`src/hdl/mte_pkg.sv`:
```
// Shared types and constants for the markup tag extractor.
// No dependencies; the files that use it refer to it by scoped names.
package mte_pkg;

    // Special bytes of the markup stream
    localparam logic [7:0] CH_OPEN  = 8'h3C;
    localparam logic [7:0] CH_CLOSE = 8'h3E;
    localparam logic [7:0] CH_CR    = 8'h0D;
    localparam logic [7:0] CH_LF    = 8'h0A;
    localparam logic [7:0] CH_NUL   = 8'h00;

    // Result kinds
    localparam logic [1:0] KIND_TEXT  = 2'd0;
    localparam logic [1:0] KIND_TAG   = 2'd1;
    localparam logic [1:0] KIND_EMPTY = 2'd2;

    // What an accepted byte causes
    typedef enum logic [1:0] {
        ACT_NONE,
        ACT_TEXT,
        ACT_EMPTY,
        ACT_BURST
    } action_t;

    // Source of the next output register load
    typedef enum logic [1:0] {
        LD_NONE,
        LD_INPUT,
        LD_PEND,
        LD_RAM
    } load_t;

    typedef struct packed {
        logic  accept;   // transaction taken on the input channel
        load_t load;     // output register load source
        logic  rd_en;    // issue a tag store read
        logic  rd_next;  // read the entry after the one being loaded
    } cmd_t;

    typedef struct packed {
        action_t action;     // effect of the byte on s_in_byte
        logic    out_free;   // output register can take a result this cycle
        logic    burst_last; // entry being loaded is the final stored byte
    } status_t;

endpackage

```
`src/hdl/mte_ram.sv`:
```
// Generic single-write, single-read RAM with registered read data.
// No dependencies.
module mte_ram #(
    parameter int WIDTH = 8,
    parameter int DEPTH = 64
) (
    input  logic                     aclk,
    input  logic                     wr_en,
    input  logic [$clog2(DEPTH)-1:0] wr_addr,
    input  logic [WIDTH-1:0]         wr_data,
    input  logic                     rd_en,
    input  logic [$clog2(DEPTH)-1:0] rd_addr,
    output logic [WIDTH-1:0]         rd_data
);

    logic [WIDTH-1:0] mem [DEPTH];

    always_ff @(posedge aclk) begin
        if (wr_en) begin
            mem[wr_addr] <= wr_data;
        end
        if (rd_en) begin
            rd_data <= mem[rd_addr];
        end
    end

endmodule

```
`src/hdl/mte_datapath.sv`:
```
// Datapath: mode and tag length registers, tag store, pending result and
// output register. Depends on mte_pkg and mte_ram.
module mte_datapath #(
    parameter int TAG_DEPTH = 64
) (
    input  logic             aclk,
    input  logic             aresetn,
    input  logic [7:0]       s_in_byte,
    input  mte_pkg::cmd_t    cmd,
    output mte_pkg::status_t status,
    output logic             m_valid,
    input  logic             m_ready,
    output logic [7:0]       m_out_byte,
    output logic [1:0]       m_kind,
    output logic             m_last_of_run
);

    localparam int IW = $clog2(TAG_DEPTH);
    localparam int LW = $clog2(TAG_DEPTH + 1);
    localparam logic [LW-1:0] LEN_FULL = LW'(TAG_DEPTH);
    localparam logic [LW-1:0] LEN_ONE  = LW'(1);

    typedef enum logic [1:0] {
        MODE_OUTSIDE,
        MODE_INSIDE,
        MODE_DISCARD
    } mode_t;

    mode_t            mode_reg, mode_next;
    logic [LW-1:0]    len_reg, len_next;
    logic [LW-1:0]    cnt_reg;
    logic [7:0]       pend_byte_reg;
    logic [1:0]       pend_kind_reg;
    logic             m_valid_reg;
    logic [7:0]       m_out_byte_reg;
    logic [1:0]       m_kind_reg;
    logic             m_last_reg;

    mte_pkg::action_t action;
    logic             store_byte;
    logic             is_crlf;
    logic             out_free;
    logic             burst_last;
    logic [LW-1:0]    cnt_inc;
    logic [IW-1:0]    rd_addr;
    logic [7:0]       rd_data;
    logic [7:0]       res_byte;
    logic [1:0]       res_kind;

    assign is_crlf = (s_in_byte == mte_pkg::CH_CR) || (s_in_byte == mte_pkg::CH_LF);

    always_comb begin
        action     = mte_pkg::ACT_NONE;
        mode_next  = mode_reg;
        len_next   = len_reg;
        store_byte = 1'b0;
        if (mode_reg == MODE_INSIDE) begin
            if (!is_crlf) begin
                if (s_in_byte == mte_pkg::CH_CLOSE) begin
                    // keep the length: the burst reads it and clears it at the end
                    mode_next = MODE_OUTSIDE;
                    action    = (len_reg == '0) ? mte_pkg::ACT_EMPTY : mte_pkg::ACT_BURST;
                end else if (len_reg == LEN_FULL) begin
                    // overflow: drop the tag
                    mode_next = MODE_DISCARD;
                    len_next  = '0;
                end else if (s_in_byte != mte_pkg::CH_NUL) begin
                    store_byte = 1'b1;
                    len_next   = len_reg + LEN_ONE;
                end
            end
        end else begin
            if (s_in_byte == mte_pkg::CH_OPEN) begin
                mode_next = MODE_INSIDE;
                len_next  = '0;
            end else if (mode_reg == MODE_OUTSIDE && s_in_byte != mte_pkg::CH_NUL) begin
                action = mte_pkg::ACT_TEXT;
            end
        end
    end

    assign res_byte = (action == mte_pkg::ACT_EMPTY) ? 8'h00 : s_in_byte;
    assign res_kind = (action == mte_pkg::ACT_EMPTY) ? mte_pkg::KIND_EMPTY
                                                     : mte_pkg::KIND_TEXT;

    assign cnt_inc    = cnt_reg + LEN_ONE;
    assign burst_last = (cnt_inc == len_reg);
    assign out_free   = !m_valid_reg || m_ready;
    assign rd_addr    = cmd.rd_next ? IW'(cnt_inc) : cnt_reg[IW-1:0];

    mte_ram #(
        .WIDTH(8),
        .DEPTH(TAG_DEPTH)
    ) u_store (
        .aclk   (aclk),
        .wr_en  (cmd.accept && store_byte),
        .wr_addr(len_reg[IW-1:0]),
        .wr_data(s_in_byte),
        .rd_en  (cmd.rd_en),
        .rd_addr(rd_addr),
        .rd_data(rd_data)
    );

    always_ff @(posedge aclk) begin
        if (!aresetn) begin
            mode_reg    <= MODE_OUTSIDE;
            len_reg     <= '0;
            cnt_reg     <= '0;
            m_valid_reg <= 1'b0;
        end else begin
            if (cmd.accept) begin
                mode_reg <= mode_next;
                len_reg  <= len_next;
            end
            if (cmd.load == mte_pkg::LD_RAM) begin
                if (burst_last) begin
                    len_reg <= '0;
                    cnt_reg <= '0;
                end else begin
                    cnt_reg <= cnt_inc;
                end
            end
            if (cmd.load != mte_pkg::LD_NONE) begin
                m_valid_reg <= 1'b1;
            end else if (m_ready) begin
                m_valid_reg <= 1'b0;
            end
        end
    end

    always_ff @(posedge aclk) begin
        if (cmd.accept) begin
            pend_byte_reg <= res_byte;
            pend_kind_reg <= res_kind;
        end
        unique case (cmd.load)
            mte_pkg::LD_INPUT: begin
                m_out_byte_reg <= res_byte;
                m_kind_reg     <= res_kind;
                m_last_reg     <= 1'b1;
            end
            mte_pkg::LD_PEND: begin
                m_out_byte_reg <= pend_byte_reg;
                m_kind_reg     <= pend_kind_reg;
                m_last_reg     <= 1'b1;
            end
            mte_pkg::LD_RAM: begin
                m_out_byte_reg <= rd_data;
                m_kind_reg     <= mte_pkg::KIND_TAG;
                m_last_reg     <= burst_last;
            end
            default: begin
                // hold
            end
        endcase
    end

    assign status.action     = action;
    assign status.out_free   = out_free;
    assign status.burst_last = burst_last;

    assign m_valid       = m_valid_reg;
    assign m_out_byte    = m_out_byte_reg;
    assign m_kind        = m_kind_reg;
    assign m_last_of_run = m_last_reg;

endmodule

```
`src/hdl/mte_ctrl.sv`:
```
// Controller: accepts bytes, hands text and empty-tag results to the output
// register and sequences tag store reads at a '>'. Depends on mte_pkg.
module mte_ctrl (
    input  logic             aclk,
    input  logic             aresetn,
    input  logic             s_valid,
    output logic             s_ready,
    input  mte_pkg::status_t status,
    output mte_pkg::cmd_t    cmd
);

    typedef enum logic [1:0] {
        S_IDLE,
        S_PEND,
        S_READ,
        S_LOAD
    } state_t;

    state_t state_reg, state_next;
    logic   s_ready_reg;

    always_comb begin
        state_next  = state_reg;
        cmd.accept  = 1'b0;
        cmd.load    = mte_pkg::LD_NONE;
        cmd.rd_en   = 1'b0;
        cmd.rd_next = 1'b0;
        unique case (state_reg)
            S_IDLE: begin
                if (s_valid && s_ready_reg) begin
                    cmd.accept = 1'b1;
                    unique case (status.action)
                        mte_pkg::ACT_TEXT, mte_pkg::ACT_EMPTY: begin
                            if (status.out_free) begin
                                cmd.load = mte_pkg::LD_INPUT;
                            end else begin
                                state_next = S_PEND;
                            end
                        end
                        mte_pkg::ACT_BURST: state_next = S_READ;
                        default: state_next = S_IDLE;
                    endcase
                end
            end
            S_PEND: begin
                if (status.out_free) begin
                    cmd.load   = mte_pkg::LD_PEND;
                    state_next = S_IDLE;
                end
            end
            S_READ: begin
                cmd.rd_en  = 1'b1;
                state_next = S_LOAD;
            end
            S_LOAD: begin
                if (status.out_free) begin
                    cmd.load = mte_pkg::LD_RAM;
                    if (status.burst_last) begin
                        state_next = S_IDLE;
                    end else begin
                        // fetch the following entry while this one moves out
                        cmd.rd_en   = 1'b1;
                        cmd.rd_next = 1'b1;
                    end
                end
            end
            default: state_next = S_IDLE;
        endcase
    end

    always_ff @(posedge aclk) begin
        if (!aresetn) begin
            state_reg   <= S_IDLE;
            s_ready_reg <= 1'b0;
        end else begin
            state_reg   <= state_next;
            s_ready_reg <= (state_next == S_IDLE);
        end
    end

    assign s_ready = s_ready_reg;

endmodule

```
`src/hdl/markup_tag_extractor_top.sv`:
```
// Markup tag extractor: splits a byte stream into text bytes and tag contents.
// Input channel s_ (one byte per transaction), result channel m_ (byte, kind,
// last flag). Both use valid/ready; a transaction moves when both are high.
// Text outside a tag leaves as one kind 0 result, loaded into the output
// register when the byte is accepted if that register is free. Tag bytes are
// written into a TAG_DEPTH entry store, one per cycle, and each is read back
// once. A closing '>' starts a burst: S_READ issues the first store read and
// S_LOAD moves the read data out, then one tag byte per cycle while the output
// register is free (kind 1, last set on the final byte) from the registered
// store read port. An empty tag gives one kind 2 result. Bytes that produce
// nothing, and results that find the output register free, leave s_ready
// high; a result that finds it occupied waits in the pending register.
// s_ready drops while a burst is read out or a result waits for space.
// A stalled receiver holds the output register; the block keeps accepting
// bytes that produce no result and holds at most one text result aside.
// Reset (aresetn low, synchronous) returns to text mode with an empty store
// and no result pending; no clearing pass is needed.
// Depends on mte_pkg, mte_ctrl, mte_datapath and mte_ram.
module markup_tag_extractor_top #(
    parameter int TAG_DEPTH = 64
) (
    input  logic       aclk,
    input  logic       aresetn,
    input  logic       s_valid,
    output logic       s_ready,
    input  logic [7:0] s_in_byte,
    output logic       m_valid,
    input  logic       m_ready,
    output logic [7:0] m_out_byte,
    output logic [1:0] m_kind,
    output logic       m_last_of_run
);

    mte_pkg::cmd_t    cmd;
    mte_pkg::status_t status;

    mte_ctrl u_ctrl (
        .aclk   (aclk),
        .aresetn(aresetn),
        .s_valid(s_valid),
        .s_ready(s_ready),
        .status (status),
        .cmd    (cmd)
    );

    mte_datapath #(
        .TAG_DEPTH(TAG_DEPTH)
    ) u_dp (
        .aclk         (aclk),
        .aresetn      (aresetn),
        .s_in_byte    (s_in_byte),
        .cmd          (cmd),
        .status       (status),
        .m_valid      (m_valid),
        .m_ready      (m_ready),
        .m_out_byte   (m_out_byte),
        .m_kind       (m_kind),
        .m_last_of_run(m_last_of_run)
    );

endmodule

```
`config.mk`:
```
export PLATFORM = sky130hd
export DESIGN_NAME = markup_tag_extractor_top
export DESIGN_NICKNAME = d
export VERILOG_FILES = /design/src/hdl/mte_pkg.sv /design/src/hdl/mte_ram.sv /design/src/hdl/mte_datapath.sv /design/src/hdl/mte_ctrl.sv /design/src/hdl/markup_tag_extractor_top.sv
export SDC_FILE = /design/constraint.sdc
export NUM_CORES = 1
export LEC_CHECK = 0
export BUFFER_PORTS_ARGS = -buffer_cell sky130_fd_sc_hd__buf_2
export CAP_MARGIN = 40
export CORE_MARGIN = 4
export CORE_UTILIZATION = 35
export CTS_CLUSTER_DIAMETER = 40
export DETAILED_ROUTE_END_ITERATION = 8
export PLACE_DENSITY_LB_ADDON = 0.2
export SYNTH_ARGS = -nofsm -noshare
export SYNTH_HDL_FRONTEND = slang
export SYNTH_HIERARCHICAL = 1
export SYNTH_SLANG_ARGS = --single-unit
export TNS_END_PERCENT = 100
```
`constraint.sdc`:
```
create_clock -name aclk -period 9.55 [get_ports aclk]
set_clock_uncertainty 0.2 [all_clocks]
set_input_delay 1.91 -clock aclk [delete_from_list [all_inputs] [get_ports aclk]]
set_output_delay 1.91 -clock aclk [all_outputs]
set_load 0.02 [all_outputs]
```
Yosys cells after proc, flatten, opt, wreduce, memory -nomap -nowiden:

Memory sizes are Yosys's and may differ from the RTL's. A register that Yosys moved wholly into a read port is not among the register bits.
Cells that the tools add are included.

* word-level logic and storage cells: 104
* memories: 1
* output and inout port bits: 13
* memory bits (writable): 512
* input port bits: 12
* memory bits (read-only): 0
* bits in registers: 41
* latch bits: 0

Memory list
* u_dp.u_store.mem: words 64, bits a word 8, rd ports 1, clocked after memory_dff 1, wr ports 1, RTL line mte_ram.sv:16 `logic [WIDTH-1:0] mem [DEPTH];`

* divide/modulo/power cells: 0
* shift-type cells: 0
* multipliers: 0
* bitwise logic cells: 0
* order comparisons: 0
* reduce and logical (&&, ||, !) cells: 19
* add/sub/neg operators: 2
* eq/ne operators: 18
* muxes and demuxes: 53

Operators by type and width (number)
* $mux W7: 10
* $mux W2: 18
* $pmux W8 S3: 1
* $eq A8 B4 Y1 const B: 2
* $eq A8 B6 Y1 const B: 2
* $add A7 B1 Y7 const B: 2
* $mux W1: 14
* $eq A2 B2 Y1 const B: 6
* $pmux W2 S3: 2
* $eq A2 B1 Y1 const B: 4
* $mux W8: 1
* $pmux W2 S4: 1
* $reduce_bool A2 Y1: 4
* $reduce_bool A8 Y1: 1
* $eq A7 B7 Y1: 1
* $eq A7 B7 Y1 const B: 1
* $logic_not A7 Y1: 1
* $logic_not A2 Y1: 3
* $mux W6: 1
* $mux W4: 1
* $pmux W1 S2: 2
* $pmux W2 S2: 1
* $reduce_and A4 Y1: 1
* $reduce_or A2 Y1: 2
* 7 further kinds: 10

Depth between registers and ports, before layout:

Gate-level depths: netlist (run 1).

* word-level depth: 13
* mapped depth: 17
* gate-level depth less buffers: 14

Hierarchy:

Netlist (run 1), hierarchy kept.

Modules (own cells, without submodules)
* mte_ram: instances 1, area each 20246.9 µm², seq. area each 15615.0 µm², cells each 940
* mte_datapath: instances 1, area each 2313.5 µm², seq. area each 940.9 µm², cells each 242
* mte_ctrl: instances 1, area each 247.7 µm², seq. area each 60.1 µm², cells each 26

Worst setup path after synthesis (run 1):

No wires, ideal clock.

* kind: input to register
* start: input m_ready
* end: register u_dp.u_store.rd_data[3], read port of u_dp.u_store.mem, data pin
* data arrival time: 4356 ps
* stages on the path: 12
* path slack: 4721 ps
* setup time: 274 ps
* data required time: 9076 ps
* path buffers: 4
* cell sequence: nand2b_1 > buf_4 > and2_1 > and3b_2 > mux2_2 > buf_4 > buf_2 > buf_2 > mux4_2 > mux4_2 > o21ai_1 > o41ai_1

RTL lines
* from (decl): RTL line markup_tag_extractor_top.sv:28 `input logic m_ready,`
* to (decl): RTL line mte_ram.sv:13 `output logic [WIDTH-1:0] rd_data`

==> impl_metrics.yaml, run 1 <==
timing:
  whs_ns: 0.3236
  finalCriticalPeriod_ns: 5.932
  fmax_ghz: 0.1686
  tns_ns: 0
  drv_slew: 0
  tightest_slew_ns: 0.9616
  maxSlewHeadroom_pct: 35.70
  hold_violations: 0
  rsz0062_at_grt: "false"
  fin_crit_sh_pct: 62.11
  setup_viol: 0
power_and_ir_drop:
  p_per_area_nw_per_um2: 204.8
  ir_drop_uv: 119.6
  swShare_pct: 20.68
  p_comb_share_pct: 1.3
  p_total_mw: 5.390
  power.share.clock_pct: 48.6
  p_seq_share_pct: 50.0
  p_leak_nw: 7.965
  p_sw_mw: 1.115
  intPower_mw: 4.275
synthesis:
  ys_seq_elements: 560
  seq_area_frac_synth_pct: 72.85
  ys_top_cells_by_count: "edfxtp_1 (540), mux4_2 (126), nor2_1 (97)"
  synth_edf_count: 540
  synth_flop_cell: "edfxtp_1"
  synth_area_leaders: "edfxtp_1 (71%), mux4_2 (12%), dfxtp_1 (1.8%)"
  syn_area_per_cell_um2: 18.88
  synthesis.area_um2: 22810
  yosys.area.top_type: "edfxtp_1"
  yosysMostFrequentCell: "edfxtp_1"
  synth_cells: 1208
  synth_top_area_share_pct: 71.10
  synthesis.nets: 1225
  synthArstFlopShare_pct: 0
  ys_types: 75
  yosysWarnings: 6
global_routing:
  grt_max_degree: 91
  antenna_found_initial: 2
  grt_pass1_vias: 11960
  track_usage_pct: 16.13
  overflow: 0
  grt_pass1_wl_um: 83520
layout:
  top_register: "u_dp/u_store/mem"
  num-fill-cells: 5800
  layout.nets: 1301
  final_layout_size_suffix_gt1_share_pct: 26.38
  fin_area_um2: 26320
  synthToLayoutAreaGrowth_pct: 15.41
  final_util_pct: 40.83
  largest_reg_flops: 512
  multi_input_area_um2: 5764
  ff_latch_area_um2: 16620
clocking:
  cts-root-buf: "clkbuf_16"
  cts_buffers: 71
  cts_hold_buf: 0
  post_cts_resized: 0
  cts_tree: "built"
  clockBufferDepth: 3
  cts_setup_buffers: 0
  clkTransAtPathRegs_ns: 0.06
  htreeDepth: 3
  clock-sinks: 560
  clk_latency_ns: 0.60
detailed_routing:
  drc: 0
  drt_iter0_drc: 1147
  firstDrtPassIters: 5
  ant_nets: 0
  via_per_inst: 5.402
  vias: 11850
  routed_wl_um: 56070
  route.detailed.wl_per_inst_um: 25.56
placement:
  hpwl_um: 34330
  post_dp_cell_area_um2: 24000
  io_buffer_count: 24
  routabilityCongestion: 0.7714
outcome:
  outcome: "completed"
worst_setup_path:
  slowest_stage: "o311ai_2"
  crit_arrival_ns: 6.05
  criticalPathCategory: "register to register"
  cp-start-kind: "register"
  crit_fanout: 30
  crit_required_ns: 9.67
  path_cells: "ha_1 > nor2b_1 > o21a_1 > o311ai_2 > nor2_1 > and3b_2 > nand2_1 > xnor2_4 > buf_4 > mux4_2 > mux2_2 > o221a_2 > nor3_1 > o32ai_1"
  slowest_delay_ns: 0.68
  cp-end-kind: "register"
floorplan:
  rows: 93
  die-area_um2: 69310
  chipWidth_um: 263.3
  die_y_um: 263.3
  pin_count: 25
  start_util_pct: 35.38
  design.core.area_um2: 64460
min_path:
  hp-class: "register to register"
flow_run:
  max_cap_violations: 0
layout by cell type (no fill, tap or decap), drive strengths merged, types with 14 or more instances in the layout:
master,netlist,routed
inv,13,27
nor2b,20,20
nor2,97,97
mux2i,31,31
mux4,126,126
nand2,35,35
nor3,17,17
a21oi,19,19
dfxtp,20,20
nand3,21,21
edfxtp,540,540
buf,39,73
clkinv,0,17
mux2,14,14
clkbuf,28,83
final timing paths:
path              startpoint                       to  slack [ns]  cells after the start
max reg2reg  u_dp/cnt_reg[0]  u_dp/u_store/rd_data[6]        3.62                     14
max          u_dp/cnt_reg[0]  u_dp/u_store/rd_data[6]        3.62                     14
min reg2reg  u_dp/cnt_reg[6]          u_dp/cnt_reg[6]        0.32                      2
min          u_dp/cnt_reg[6]          u_dp/cnt_reg[6]        0.32                      2
power groups by stage:
stage                     Combinational (mW)  Clock [mW]  Sequential, mW
after CTS                             0.0751        2.68            2.70
after floorplan                       0.0169           0            2.75
after global routing                  0.0796        2.80            2.70
after detailed placement              0.0754           0            2.75
final                                 0.0714        2.62            2.70
after global placement                0.0736           0            2.75
cell type report:
type / count / area share, %
sequential: 560 / 63.12
multi-input combinational: 565 / 21.90
clock buffer: 83 / 7.120
tap: 855 / 4.064
timing repair buffer: 73 / 1.901
clock inverter: 44 / 1.697
inverter: 13 / 0.1854
antenna: 1 / 0.009507
worst max-delay path, delay by kind of cell, from the launching register on:
kind / cells / cell delay, ns
AO/OA/AOI/OAI: 4 / 1.38
XOR/XNOR: 1 / 0.54
adder cells (fa/ha/maj): 1 / 0.42
buffers and inverters: 1 / 0.52
flip-flops: 1 / 0.62
multiplexers: 2 / 0.67
AND/OR/NAND/NOR: 5 / 1.25
routing by layer:
layer / part of all wire, % / track usage [%] / up-vias
met3: 6.5 / 3.664 / 79
met4: 2.1 / 3.947 / 0
met2: 46 / 24.30 / 366
li1: - / - / 5122
met5: 0 / 0 / -
met1: 46 / 23.95 / 6286
kinds of logic after synthesis:
logic type	synth area share, %
fa+ha+maj	0.2743
xor+xnor	0.4992
simple gates	5.546
mux	14.49
buf+inv	2.167
compound gates	4.169
flops	72.85
through the flow:
stage          setup WS, ns  std cells
6_report              3.618       2194
5_1_grt               3.275       2193
4_1_cts               3.567       2193
3_5_place_dp          3.041       2066
3_3_place_gp          2.966       2039
2_1_floorplan         4.721       1208
Power figures use the tool's default switching activity.
==> inputs of run 2 (changes only) <==
Settings changed: ABC_AREA set to 1.
Clock period 9.55 ns to 5.3 ns, I/O delays scaled along.
==> impl_metrics.yaml, run 2 <==
detailed_routing:
  ant_nets: 0
  drt_iter0_drc: 1372
  drc: 0
  firstDrtPassIters: 5
  route.detailed.wl_per_inst_um: 20.71
  routed_wl_um: 66620
  vias: 16330
  via_per_inst: 5.079
floorplan:
  die_y_um: 269.9
  rows: 95
  pin_count: 25
  start_util_pct: 35.55
  die-area_um2: 72830
  design.core.area_um2: 67510
  chipWidth_um: 269.9
timing:
  rsz0062_at_grt: "false"
  hold_violations: 0
  fmax_ghz: 0.2052
  tightest_slew_ns: 0.8601
  maxSlewHeadroom_pct: 42.45
  tns_ns: 0
  fin_crit_sh_pct: 91.96
  drv_slew: 0
  setup_viol: 0
  finalCriticalPeriod_ns: 4.874
  setup_slack_ns: 0.4263
synthesis:
  synthesis.area_um2: 24000
  ys_top_cells_by_count: "nand2_1 (756), edfxtp_1 (540), nand3_1 (468)"
  synth_area_leaders: "edfxtp_1 (68%), nand2_1 (12%), nand3_1 (9.8%)"
  synth_flop_cell: "edfxtp_1"
  synth_top_area_share_pct: 67.56
  yosys.area.top_type: "edfxtp_1"
  syn_area_per_cell_um2: 11.03
  yosysMostFrequentCell: "nand2_1"
  seq_area_frac_synth_pct: 69.22
  synth_cells: 2177
  ys_seq_elements: 560
  ys_types: 34
  synthArstFlopShare_pct: 0
  yosysWarnings: 6
  synth_edf_count: 540
  synthesis.nets: 2194
power_and_ir_drop:
  power.share.clock_pct: 54.2
  intPower_mw: 8.686
  p_comb_share_pct: 1.3
  p_total_mw: 10.95
  p_seq_share_pct: 44.4
  swShare_pct: 20.66
  p_per_area_nw_per_um2: 385.7
  p_sw_mw: 2.262
  ir_drop_uv: 197.9
  p_leak_nw: 10.38
global_routing:
  track_usage_pct: 17.92
  grt_pass1_vias: 15830
  overflow: 0
  grt_pass1_wl_um: 99930
  grt_max_degree: 161
  antenna_found_initial: 1
worst_setup_path:
  crit_required_ns: 5.46
  crit_fanout: 41
  cp-end-kind: "register"
  crit_arrival_ns: 5.04
  cp-start-kind: "register"
  criticalPathCategory: "register to register"
placement:
  hpwl_um: 40380
  routabilityCongestion: 0.8305
  pre_cts_ws_ns: 0.4755
  io_buffer_count: 24
layout:
  synthToLayoutAreaGrowth_pct: 18.27
  top_register: "u_dp/u_store/mem"
  layout.nets: 2287
  final_layout_size_suffix_gt1_share_pct: 13.40
  layout_common_cells: "nand2_1 (756), edfxtp_1 (540), nand3_1 (468)"
  diodes: 0
  largest_reg_flops: 512
  final_common_cell: "nand2_1"
clocking:
  clockBufferDepth: 3
  cts_hold_buf: 0
  htreeDepth: 3
  cts_tree: "built"
  cts_buffers: 88
  post_cts_resized: 0
  clkTransAtPathRegs_ns: 0.05
  cts_setup_buffers: 0
  clock-sinks: 560
  cts-root-buf: "clkbuf_16"
  clk_latency_ns: 0.61
min_path:
  hp-class: "register to register"
outcome:
  outcome: "completed"
flow_run:
  max_cap_violations: 0
## run 2: changes by cell type after synthesis, moves of 20 or more
cell	change
mux4_2	-126
nand3_1	+447
nand2_1	+721
buf_6	+30
buf_2	+26
nor2b_1	-20
inv_1	+48
mux2i_1	-31
## run 2: area by class of cell
type | instances | area [µm²]
fillers | 6368 | 39130
flip-flops and latches | 560 | 16620
multi-input cells | 1424 | 6304
clock buffers | 102 | 2340
well taps | 873 | 1092
repair buffers | 127 | 1013
clock inverters | 61 | 755.7
inverters | 69 | 266.5
## run 2: routing by layer
layer | share of wire [%] | track usage, %
met2 | 46 | 28.41
met3 | 6.6 | 4.300
met1 | 45 | 24.57
met5 | 0.020 | 0
met4 | 2.2 | 5.380
## run 2: through the flow
| stage | hold WS [ns] | instances | instance area (µm²) | utilization, % |
|---|---|---|---|---|
| 2_1_floorplan | 0.2535 | 2177 | 24000 | - |
| 3_3_place_gp | 0.2676 | 3050 | 25250 | 37.40 |
| 3_5_place_dp | 0.2743 | 3053 | 25290 | 37.46 |
| 4_1_cts | 0.2820 | 3216 | 28390 | 42.05 |
| 5_1_grt | 0.3114 | 3216 | 28390 | 42.05 |
| 6_report | 0.2855 | 3216 | 28390 | 42.05 |
## run 2: worst paths after layout
path                                       start                       to  slack (ns)  cells past startpoint
worst max-delay path             u_dp/cnt_reg[0]  u_dp/u_store/rd_data[3]        0.43                     25
worst min-delay path            u_dp/mode_reg[0]         u_dp/mode_reg[0]        0.29                      2
worst max register to register   u_dp/cnt_reg[0]  u_dp/u_store/rd_data[3]        0.43                     25
worst min register to register  u_dp/mode_reg[0]         u_dp/mode_reg[0]        0.29                      2
## run 2: worst max-delay path: stages (launching register included)
cell and delay, ns:
dfxtp_1 0.30, buf_4 0.17, ha_1 0.28, nand2_1 0.10, nand2_1 0.18, nand2_1 0.07
nand2_1 0.07, nor2_1 0.04, nand2_1 0.06, nor2_2 0.04, nand3_2 0.13, inv_1 0.10
nor2_1 0.41, clkinv_1 0.45, nand2_1 0.23, o21ai_4 0.10, inv_4 0.27, buf_12 0.28
buf_12 0.20, nand3_1 0.17, nand3_1 0.14, nand2_1 0.09, nand2_1 0.07, nand3_1 0.20
nand3_1 0.15, nand2_1 0.06
## run 2: logic make-up (layout without fill, tap and decap cells)
family          Yosys count  count (layout)  synth area share [%]
flops                   560             560                 69.22
xor+xnor                  4               4                0.1460
compound gates           38              38                0.8966
fa+ha+maj                 5               5                0.2606
simple gates           1377            1377                 24.77
buf+inv                 193             359                 4.702
## run 2: power groups by stage
| stage | sequential, mW | clock [mW] | combinational (mW) |
|---|---|---|---|
| floorplan | 4.96 | 0 | 0.0306 |
| global placement | 4.95 | 0 | 0.147 |
| detailed placement | 4.95 | 0 | 0.149 |
| CTS | 4.86 | 6.06 | 0.149 |
| global route | 4.86 | 6.27 | 0.158 |
| finish | 4.86 | 5.94 | 0.146 |
